$ cat src/thadc_pkg.sv
// Shared types, constants and helpers of the thermistor temperature converter.
package thadc_pkg;

    // default ADC resolution and input width
    localparam int ADC_BITS_DEF = 24;
    localparam int X_W          = 24;

    // log2 datapath: integer part, Q30 mantissa, Q28 fraction
    localparam int K_W       = 5;
    localparam int M_W       = 31;
    localparam int FRAC_W    = 28;
    localparam int LOG_STEPS = FRAC_W;
    localparam int LOG_LANES = 4;
    localparam int LV_W      = K_W + FRAC_W;
    localparam int L2_W      = LV_W + 2;

    // lane assignment of the four logarithms
    localparam int LANE_RS = 0;
    localparam int LANE_R0 = 1;
    localparam int LANE_A  = 2;
    localparam int LANE_B  = 3;

    // divider geometry
    localparam int RES_W   = 20;
    localparam int BETA_W  = 14;
    localparam int T0_W    = 12;
    localparam int PROD_W  = 62;
    localparam int INV0_NW = 53;
    localparam int DVS_W   = 56;
    localparam int QK_W    = 60;
    localparam int TERM_W  = 56;
    localparam int INVT_W  = 57;
    localparam int TEMP_W  = 16;

    // fixed-point constants
    localparam logic [FRAC_W-1:0] LN2_Q28          = 28'd186065279;
    localparam logic [QK_W:0]     KELVIN_OFFSET_Q8 = 61'd699264;
    localparam logic [INV0_NW-1:0] INV0_NUM        = 53'd20 << 48;
    localparam logic [QK_W-1:0]   KELVIN_NUM       = 60'd10 << 56;

    // configuration reset values
    localparam logic [RES_W-1:0]  SERIES_RST  = 20'd10000;
    localparam logic [RES_W-1:0]  NOMINAL_RST = 20'd10000;
    localparam logic [BETA_W-1:0] BETA_RST    = 14'd3950;
    localparam logic [T0_W-1:0]   T0_RST      = 12'd250;

    // configuration register indexes
    typedef enum logic [2:0] {
        CFG_SERIES   = 3'd0,
        CFG_NOMINAL  = 3'd1,
        CFG_BETA     = 3'd2,
        CFG_T0       = 3'd3,
        CFG_LOW_SIDE = 3'd4
    } t_cfg_idx;

    // one logarithm in progress
    typedef struct packed {
        logic [K_W-1:0]    k;
        logic [M_W-1:0]    m;
        logic [FRAC_W-1:0] frac;
    } t_log_lane;

    // normalize a nonzero operand to a Q30 mantissa in [1,2)
    function automatic t_log_lane log_norm(input logic [X_W-1:0] x);
        t_log_lane l;
        logic [K_W-1:0] k;
        k = '0;
        for (int i = 1; i < X_W; i++) begin
            if (x[i]) k = K_W'(i);
        end
        l.k    = k;
        l.m    = M_W'(x) << (K_W'(M_W - 1) - k);
        l.frac = '0;
        return l;
    endfunction

endpackage

$ cat src/thadc_div_cell.sv
// One quotient bit of a restoring divider; remainder and quotient share one word.
module thadc_div_cell
    import thadc_pkg::*;
#(
    parameter int DW = BETA_W,
    parameter int NW = PROD_W
) (
    input  logic               i_clk,
    input  logic               i_en,
    input  logic [DW+NW-1:0]   i_acc,
    input  logic [DW-1:0]      i_dvs,
    output logic [DW+NW-1:0]   o_acc,
    output logic [DW-1:0]      o_dvs
);

    logic [DW+NW-1:0] r_acc;
    logic [DW-1:0]    r_dvs;
    logic [DW:0]      w_top;
    logic [DW:0]      w_diff;
    logic             w_ge;
    logic [DW+NW-1:0] n_acc;

    // shift in the next dividend bit, subtract when it fits
    always_comb begin
        w_top  = i_acc[DW+NW-1:NW-1];
        w_diff = w_top - {1'b0, i_dvs};
        w_ge   = (w_top >= {1'b0, i_dvs});
        n_acc  = {(w_ge ? w_diff[DW-1:0] : w_top[DW-1:0]), i_acc[NW-2:0], w_ge};
    end

    // advance with the pipeline
    always_ff @(posedge i_clk) begin
        if (i_en) begin
            r_acc <= n_acc;
            r_dvs <= i_dvs;
        end
    end

    assign o_acc = r_acc;
    assign o_dvs = r_dvs;

endmodule

$ cat config.mk
export PLATFORM = sky130hd
export DESIGN_NAME = thadc_div_cell
export DESIGN_NICKNAME = d
export VERILOG_FILES = /design/src/thadc_pkg.sv /design/src/thadc_div_cell.sv
export SDC_FILE = /design/constraint.sdc
export NUM_CORES = 1
export LEC_CHECK = 0
export BUFFER_PORTS_ARGS = -buffer_cell sky130_fd_sc_hd__buf_2
export CAP_MARGIN = 20
export CORE_MARGIN = 2
export CORE_UTILIZATION = 40
export DETAILED_ROUTE_END_ITERATION = 7
export PLACE_DENSITY_LB_ADDON = 0.05
export SLEW_MARGIN = 20
export SYNTH_ARGS = -nofsm -noshare
export SYNTH_HDL_FRONTEND = slang
export SYNTH_SLANG_ARGS = --single-unit
$ cat constraint.sdc
create_clock -name i_clk -period 2.8 [get_ports i_clk]
set_clock_uncertainty 0.05 [all_clocks]
set_input_delay 0.42 -clock i_clk [delete_from_list [all_inputs] [get_ports i_clk]]
set_output_delay 0.42 -clock i_clk [all_outputs]
set_load 0.005 [all_outputs]
# Word level (Yosys, flattened, before mapping)
# Cells that the tools add are included.
word_totals:
  register_bits: 90
  inputBits: 92
  output_inout_bits: 90
op_classes:
  n_addsub: 1
  order_cmp: 1
  muxes: 1
ops:
  columns: ["op", "n"]
  rows:
  - ["15-bit by 14-bit >= comparator with 1-bit output", 1]
  - ["14-bit 2-to-1 mux", 1]
  - ["14-bit subtractor", 1]

# Depth between registers and ports, before layout
# Gate-level depths: netlist of run 1.
depth:
  depth_word: 2
  depth_mapped: 10
  ltp_nobuf: 10

# Worst setup path after synthesis of run 1
# Ideal clock, no wire load.
synth_path:
  kind: "in2reg"
  startpoint: "in i_acc[61]"
  endpoint: "reg r_acc[72] (netlist: o_acc[72]), data pin"
  setup_ns: 0.260
  t_arrival_ns: 2.114
  t_required_ns: 2.490
  path_slack_ns: 0.376
  path_stages: 10
  path_buffers: 0
  path_cell_list: "inv_1 ha_1 inv_1 fa_1 a21oi_1 o22ai_1 o21a_1 o31ai_1 o41ai_1 mux2_4"
synth_via:
  elab_chain_cells: 2
synth_lines:
  columns: ["element", "line", "rtl"]
  rows:
  - ["from (decl)", "thadc_div_cell.sv:10", "input logic [DW+NW-1:0] i_acc,"]
  - ["14-bit subtractor or 15-bit by 14-bit >= comparator with 1-bit output (tied branches)", "thadc_div_cell.sv:26, thadc_div_cell.sv:27", null]
  - ["14-bit 2-to-1 mux *", "thadc_div_cell.sv:28", "n_acc = {(w_ge ? w_diff[DW-1:0] : w_top[DW-1:0]), i_acc[NW-2:0], w_ge};"]
  - ["via n_acc[72]", "thadc_div_cell.sv:21", "logic [DW+NW-1:0] n_acc;"]
  - ["to (signal assigned)", "thadc_div_cell.sv:34", "r_acc <= n_acc;"]
  - ["to (decl)", "thadc_div_cell.sv:16", "logic [DW+NW-1:0] r_acc;"]
# The timed path passes the listed nets; every way through them passes the cells marked *.
# A chain may end at the register's enable or synchronous reset.

# Worst setup path in the final report of run 1
layout_path:
  startpoint: "in i_acc[61]"
  endpoint: "reg r_acc[74] (netlist: o_acc[74]), data pin"
# The elaborated chain is that of the path after synthesis.

==> flow_metrics.py, run 1 <==
metrics = {
    "global_routing": {
        "grt_max_degree": 50,
        "grt.overflow.total": 0,
        "grt_most_used_layer": "met2",
        "grt_pass1_vias": 2351,
        "grt_usage": 0.157,
        "use_met1": 0.207,
        "antenna_found_initial": 0,
        "grt_pass1_wl_mm": 12.0,
        "grtUsageMet2": 0.245,
        "grt_use_met3": 0.0550,
    },
    "worst_setup_path": {
        "cp_max_fo": 6,
        "crit_type": "input pin to flip-flop",
        "arrival_ps": 2430,
        "cp-end-kind": "flip-flop",
        "worstSetupEndpoint": "o_acc[74]$_DFFE_PP_",
        "cp.required_ps": 2860,
        "crit_path_start": "i_acc[61]",
        "crit_path_start_kind": "input pin",
    },
    "route": {
        "drt_iter0_drc": 52,
        "firstDrtPassIters": 4,
        "routedWlPerCell_microns": 15.1,
        "via_per_inst": 4.73,
        "ant_nets": 0,
        "vias": 2474,
        "wl_mm": 7.91,
        "drc": 0,
    },
    "sta": {
        "worst_slew_pin_slew_ps": 546,
        "post-route-min-period_ps": 2360,
        "rsz0062_at_grt": "false",
        "maxSlewViolCount": 0,
        "period_share": 0.844,
        "tns_ps": 0,
        "slew_headroom": 0.636,
        "hold_violations": 0,
        "setup_ws_ps": 438,
        "finalSetupViolations": 0,
        "fmax_mhz": 423,
    },
    "clock_network": {
        "numCtsBuffers": 9,
        "cts_sinks": 90,
        "htreeDepth": 3,
        "clk_path_buf_depth": 2,
        "cts.repair.resized": 0,
        "cts_root_buffer": "clkbuf_8",
        "postCtsHoldBufs": 0,
        "clk_pin_slew_ps": 100,
        "cts_setup_buffers": 0,
        "cts_tree": "yes",
    },
    "power_and_ir_drop": {
        "peakVddDrop_mv": 0.228,
        "power_density_nw_per_um2": 631,
        "finalPower_mw": 3.17,
        "leakage_nw": 2.23,
    },
    "yosys": {
        "synth_top_family_by_area": "compound AO/OA/AOI/OAI gates",
        "synth_edf_count": 90,
        "ys_seq_area_frac": 0.731,
        "synth_nets": 321,
        "synth-simple-area-share": 0.0393,
        "synth_ff_type": "edfxtp_1",
        "synth_seq_cells": 90,
        "ys_types": 45,
        "syn_area_per_cell_sq_um": 17.4,
        "yosys_warnings": 0,
        "synth_compound_area_frac": 0.0721,
        "synth_mux_area_frac": 0.0531,
        "syn_inst": 213,
        "async_reset_ff_frac": 0,
        "synth_fa_ha_area_frac": 0.0562,
        "synth_area_sq_um": 3700,
        "synth_xor_xnor_area_share": 0.0237,
    },
    "place": {
        "place_congestion": 0.789,
        "pre_cts_slack_ps": 44.0,
        "post-dp-hpwl_mm": 6.01,
        "port_buffers": 181,
    },
    "flow_run": {
        "drv_cap": 0,
    },
    "final_layout": {
        "num_antenna_cells": 0,
        "final_nets": 515,
        "layout_commonest_cell": "buf_2",
        "drive_gt1_frac": 0.541,
        "final_util": 0.550,
        "fillers": 797,
        "area_growth_syn_to_layout_pct": 35.6,
        "most-common-layout-cells": "buf_2 (180), edfxtp_1 (90), inv_1 (20), ha_1 (15), clkbuf_8 (9)",
    },
    "floorplanning": {
        "start_util": 0.406,
        "core_area_sq_um": 9110,
        "ios": 182,
        "die_h_microns": 100,
        "die_w_microns": 100,
        "rows": 35,
        "dieArea_sq_um": 10000,
    },
    "status": {
        "outcome": "finished clean",
    },
    "hold_path": {
        "hold_class": "input pin to flip-flop",
    },
}
## cell usage after synthesis, drive strengths merged, types with 2 or more instances
| library cell | n | share of area |
|---|---|---|
| and3 | 2 | 0.0034 |
| nor2 | 4 | 0.0041 |
| mux2i | 2 | 0.0054 |
| nand3 | 2 | 0.0027 |
| o2111ai | 2 | 0.0047 |
| edfxtp | 90 | 0.73 |
| nand2 | 3 | 0.0030 |
| or3 | 2 | 0.0034 |
| a211oi | 2 | 0.0054 |
| xnor2 | 8 | 0.019 |
| nor3 | 3 | 0.0041 |
| o21ai | 3 | 0.0051 |
| nor2b | 4 | 0.0088 |
| o22ai | 2 | 0.0034 |
| nand4 | 2 | 0.0034 |
| a21oi | 7 | 0.0095 |
| xor2 | 2 | 0.0047 |
| mux2 | 13 | 0.048 |
| o21a | 6 | 0.013 |
| inv | 20 | 0.020 |
| ha | 15 | 0.051 |
## layer usage
metal  routed length (microns)  part of all wire  up-vias
met5                         0                 0        -
met4                       126             0.016        0
met3                       630             0.080       10
met2                      3680              0.47      109
met1                      3480              0.44     1145
li1                          -                 -     1210
## registers in the layout (all words and copies together), names as in the netlist
| name | cells |
|---|---|
| o_acc | 76 |
| o_dvs | 14 |
## logic make-up (layout without fill, tap and decap cells)
logic type	after synthesis	in the layout
compound gates	35	35
xor+xnor	10	10
mux	15	15
flops	90	90
fa+ha+maj	16	16
buf+inv	22	221
simple gates	25	25
## critical path, stage by stage
cell	delay (ps)
buf_2	100
inv_1	80
ha_1	150
inv_1	50
fa_1	400
a21oi_1	220
o22ai_1	120
o21a_1	250
o2111ai_1	190
o311ai_0	160
mux2_4	280
## power breakdown
group          internal [mW]  switching (mW)
clock network          0.520           0.490
logic                  0.266           0.238
registers               1.63          0.0261
total                   2.41           0.754
## through the flow
step | cells | instance area [sq um] | hold WS (ps)
detailed placement | 507 | 4780 | 548
global route | 523 | 5010 | 145
floorplan | 213 | 3700 | 469
finish | 523 | 5010 | 178
global placement | 507 | 4780 | 547
CTS | 523 | 5010 | 159
## final cells by class
type / instances / area (sq um) / area share
flip-flops and latches: 90 / 2700 / 0.539
repair buffers: 185 / 963 / 0.192
multi-input cells: 101 / 903 / 0.180
well taps: 111 / 139 / 0.0277
clock buffers: 9 / 124 / 0.0247
clock inverters: 7 / 106 / 0.0212
inverters: 20 / 75.1 / 0.0150
## worst min path at each step
| stage | start | endpoint | slack, ps | depth (start not counted) |
|---|---|---|---|---|
| after floorplan | i_acc[9] | o_acc[10]$_DFFE_PP_ | 470 | 0 |
| after detailed placement | i_acc[42] | o_acc[43]$_DFFE_PP_ | 550 | 1 |
| final | i_acc[44] | o_acc[45]$_DFFE_PP_ | 180 | 1 |
| after global placement | i_acc[29] | o_acc[30]$_DFFE_PP_ | 550 | 1 |
| after global routing | i_acc[24] | o_acc[25]$_DFFE_PP_ | 150 | 1 |
| after CTS | i_acc[36] | o_acc[37]$_DFFE_PP_ | 160 | 1 |
Power figures use the tool's default switching activity.
==> run 2: changes to the inputs <==
==> constraint.sdc (replaced) <==
create_clock -name i_clk -period 1.9 [get_ports i_clk]
set_clock_uncertainty 0.05 [all_clocks]
set_input_delay 0.285 -clock i_clk [delete_from_list [all_inputs] [get_ports i_clk]]
set_output_delay 0.285 -clock i_clk [all_outputs]
set_load 0.005 [all_outputs]
==> flow_metrics.py, run 2 (synthesis results as in run 1) <==
metrics = {
    "worst_setup_path": {
        "crit_type": "input pin to flip-flop",
        "worstSetupEndpoint": "o_acc[72]$_DFFE_PP_",
        "cp-end-kind": "flip-flop",
        "crit_path_start": "i_acc[61]",
        "cp.required_ps": 1960,
        "crit_path_start_kind": "input pin",
        "cp_max_fo": 5,
        "arrival_ps": 2000,
    },
    "clock_network": {
        "clk_pin_slew_ps": 100,
        "clk_path_buf_depth": 2,
        "cts_root_buffer": "clkbuf_8",
        "postCtsHoldBufs": 0,
        "cts_tree": "yes",
        "numCtsBuffers": 9,
        "htreeDepth": 3,
        "cts_sinks": 90,
    },
    "final_layout": {
        "final_nets": 561,
        "final_util": 0.611,
        "layout_commonest_cell": "buf_2",
        "drive_gt1_frac": 0.646,
        "area_growth_syn_to_layout_pct": 50.6,
        "largest_register_ffs": 76,
        "fillers": 752,
        "num_antenna_cells": 0,
        "most-common-layout-cells": "buf_2 (179), edfxtp_1 (90), buf_4 (48), inv_1 (15), mux2_4 (13)",
    },
    "route": {
        "wl_mm": 8.65,
        "via_per_inst": 4.72,
        "drc": 0,
        "ant_nets": 0,
        "firstDrtPassIters": 4,
        "vias": 2688,
        "routedWlPerCell_microns": 15.2,
        "drt_iter0_drc": 79,
    },
    "sta": {
        "setup_ws_ps": -38.2,
        "fin_hold_ws_ps": 45.6,
        "maxSlewViolCount": 0,
        "period_share": 1.02,
        "rsz0062_at_grt": "true",
        "worst_slew_pin_slew_ps": 387,
        "hold_violations": 0,
        "fmax_mhz": 516,
        "finalSetupViolations": 6,
        "post-route-min-period_ps": 1940,
        "slew_headroom": 0.742,
    },
    "floorplanning": {
        "core_area_sq_um": 9110,
        "die_w_microns": 100,
        "dieArea_sq_um": 10000,
        "start_util": 0.406,
        "ios": 182,
        "rows": 35,
        "die_h_microns": 100,
    },
    "power_and_ir_drop": {
        "peakVddDrop_mv": 0.446,
        "p_seq_frac": 0.513,
        "switching_power_mw": 1.18,
        "leakage_nw": 2.49,
        "p_int_mw": 3.57,
        "finalPower_mw": 4.74,
        "power_density_nw_per_um2": 852,
        "combinationalPowerShare": 0.202,
        "power.clock.fraction": 0.284,
        "p_sw_frac": 0.248,
    },
    "status": {
        "violations": "setup timing",
        "outcome": "finished with violations",
    },
    "global_routing": {
        "grt_pass1_vias": 2678,
        "grt_pass1_wl_mm": 13.0,
        "grt_max_degree": 47,
        "grt.overflow.total": 0,
        "antenna_found_initial": 1,
        "grt_usage": 0.171,
    },
    "place": {
        "pre_cts_slack_ps": -635,
        "post-dp-hpwl_mm": 6.40,
        "port_buffers": 181,
        "place_congestion": 0.818,
    },
    "hold_path": {
        "hold_class": "input pin to flip-flop",
    },
    "flow_run": {
        "drv_cap": 0,
    },
}
run 2: cell types whose count changed in the layout (fill, tap and decap cells not counted), sizes merged:
cell    before  now
clkinv       1    2
bufinv       2    1
inv         24   23
clkbuf       9   10
buf        185  231
run 2: layout make-up:
type / count / area (sq um) / area share
clock inverter: 6 / 72.6 / 0.0130
timing repair buffer: 231 / 1320 / 0.238
clock buffer: 10 / 128 / 0.0229
sequential: 90 / 2700 / 0.485
tap: 111 / 139 / 0.0249
inverter: 20 / 87.6 / 0.0157
multi-input combinational: 101 / 1120 / 0.200
run 2: repair_timing:
item,in CTS,in global routing
endpoints found under the setup margin,13,13
pin swaps,6,5
buffers inserted,2,3
gates resized for setup,12,19
run 2: metal layers:
layer  routed length (microns)  up-vias  track usage  part of all wire
met5                        13        -            0            0.0015
met4                       131        2       0.0558             0.015
met3                       706       12       0.0550             0.082
met2                      4240      120        0.289              0.49
met1                      3560     1253        0.208              0.41
li1                          -     1301            -                 -
run 2: power by group through the flow:
stage          clock (mW)  sequential (mW)  combinational, mW
3_3_place_gp            0             2.48              0.865
3_5_place_dp            0             2.48              0.874
5_1_grt              1.47             2.45               1.05
2_1_floorplan           0             2.52              0.351
6_report             1.35             2.43              0.960
4_1_cts              1.40             2.44              0.904
run 2: through the flow:
step                      TNS (ps)  cell area, sq um  instances
after floorplan              -3130              3800        213
after CTS                    -91.4              5450        566
after detailed placement     -6460              5180        548
after global routing          -441              5570        569
final                         -115              5570        569
after global placement       -6190              5180        548
run 2: how the worst min path moves through the flow:
stage                    from                   to  slack [ps]  depth (start not counted)
floorplan            i_acc[9]  o_acc[10]$_DFFE_PP_         330                          0
detailed placement   i_acc[3]   o_acc[4]$_DFFE_PP_         410                          1
CTS                 i_acc[60]  o_acc[61]$_DFFE_PP_          20                          1
global placement    i_acc[58]  o_acc[59]$_DFFE_PP_         410                          1
finish              i_acc[45]  o_acc[46]$_DFFE_PP_          50                          1
global route        i_acc[17]  o_acc[18]$_DFFE_PP_          10                          1
run 2: worst max-delay path, cell delays in order:
cell,delay [ps]
buf_8,110
inv_12,40
ha_4,110
inv_2,30
fa_2,360
a21oi_4,150
o22ai_2,90
o21a_4,230
o31ai_4,230
o41ai_2,100
mux2_4,260
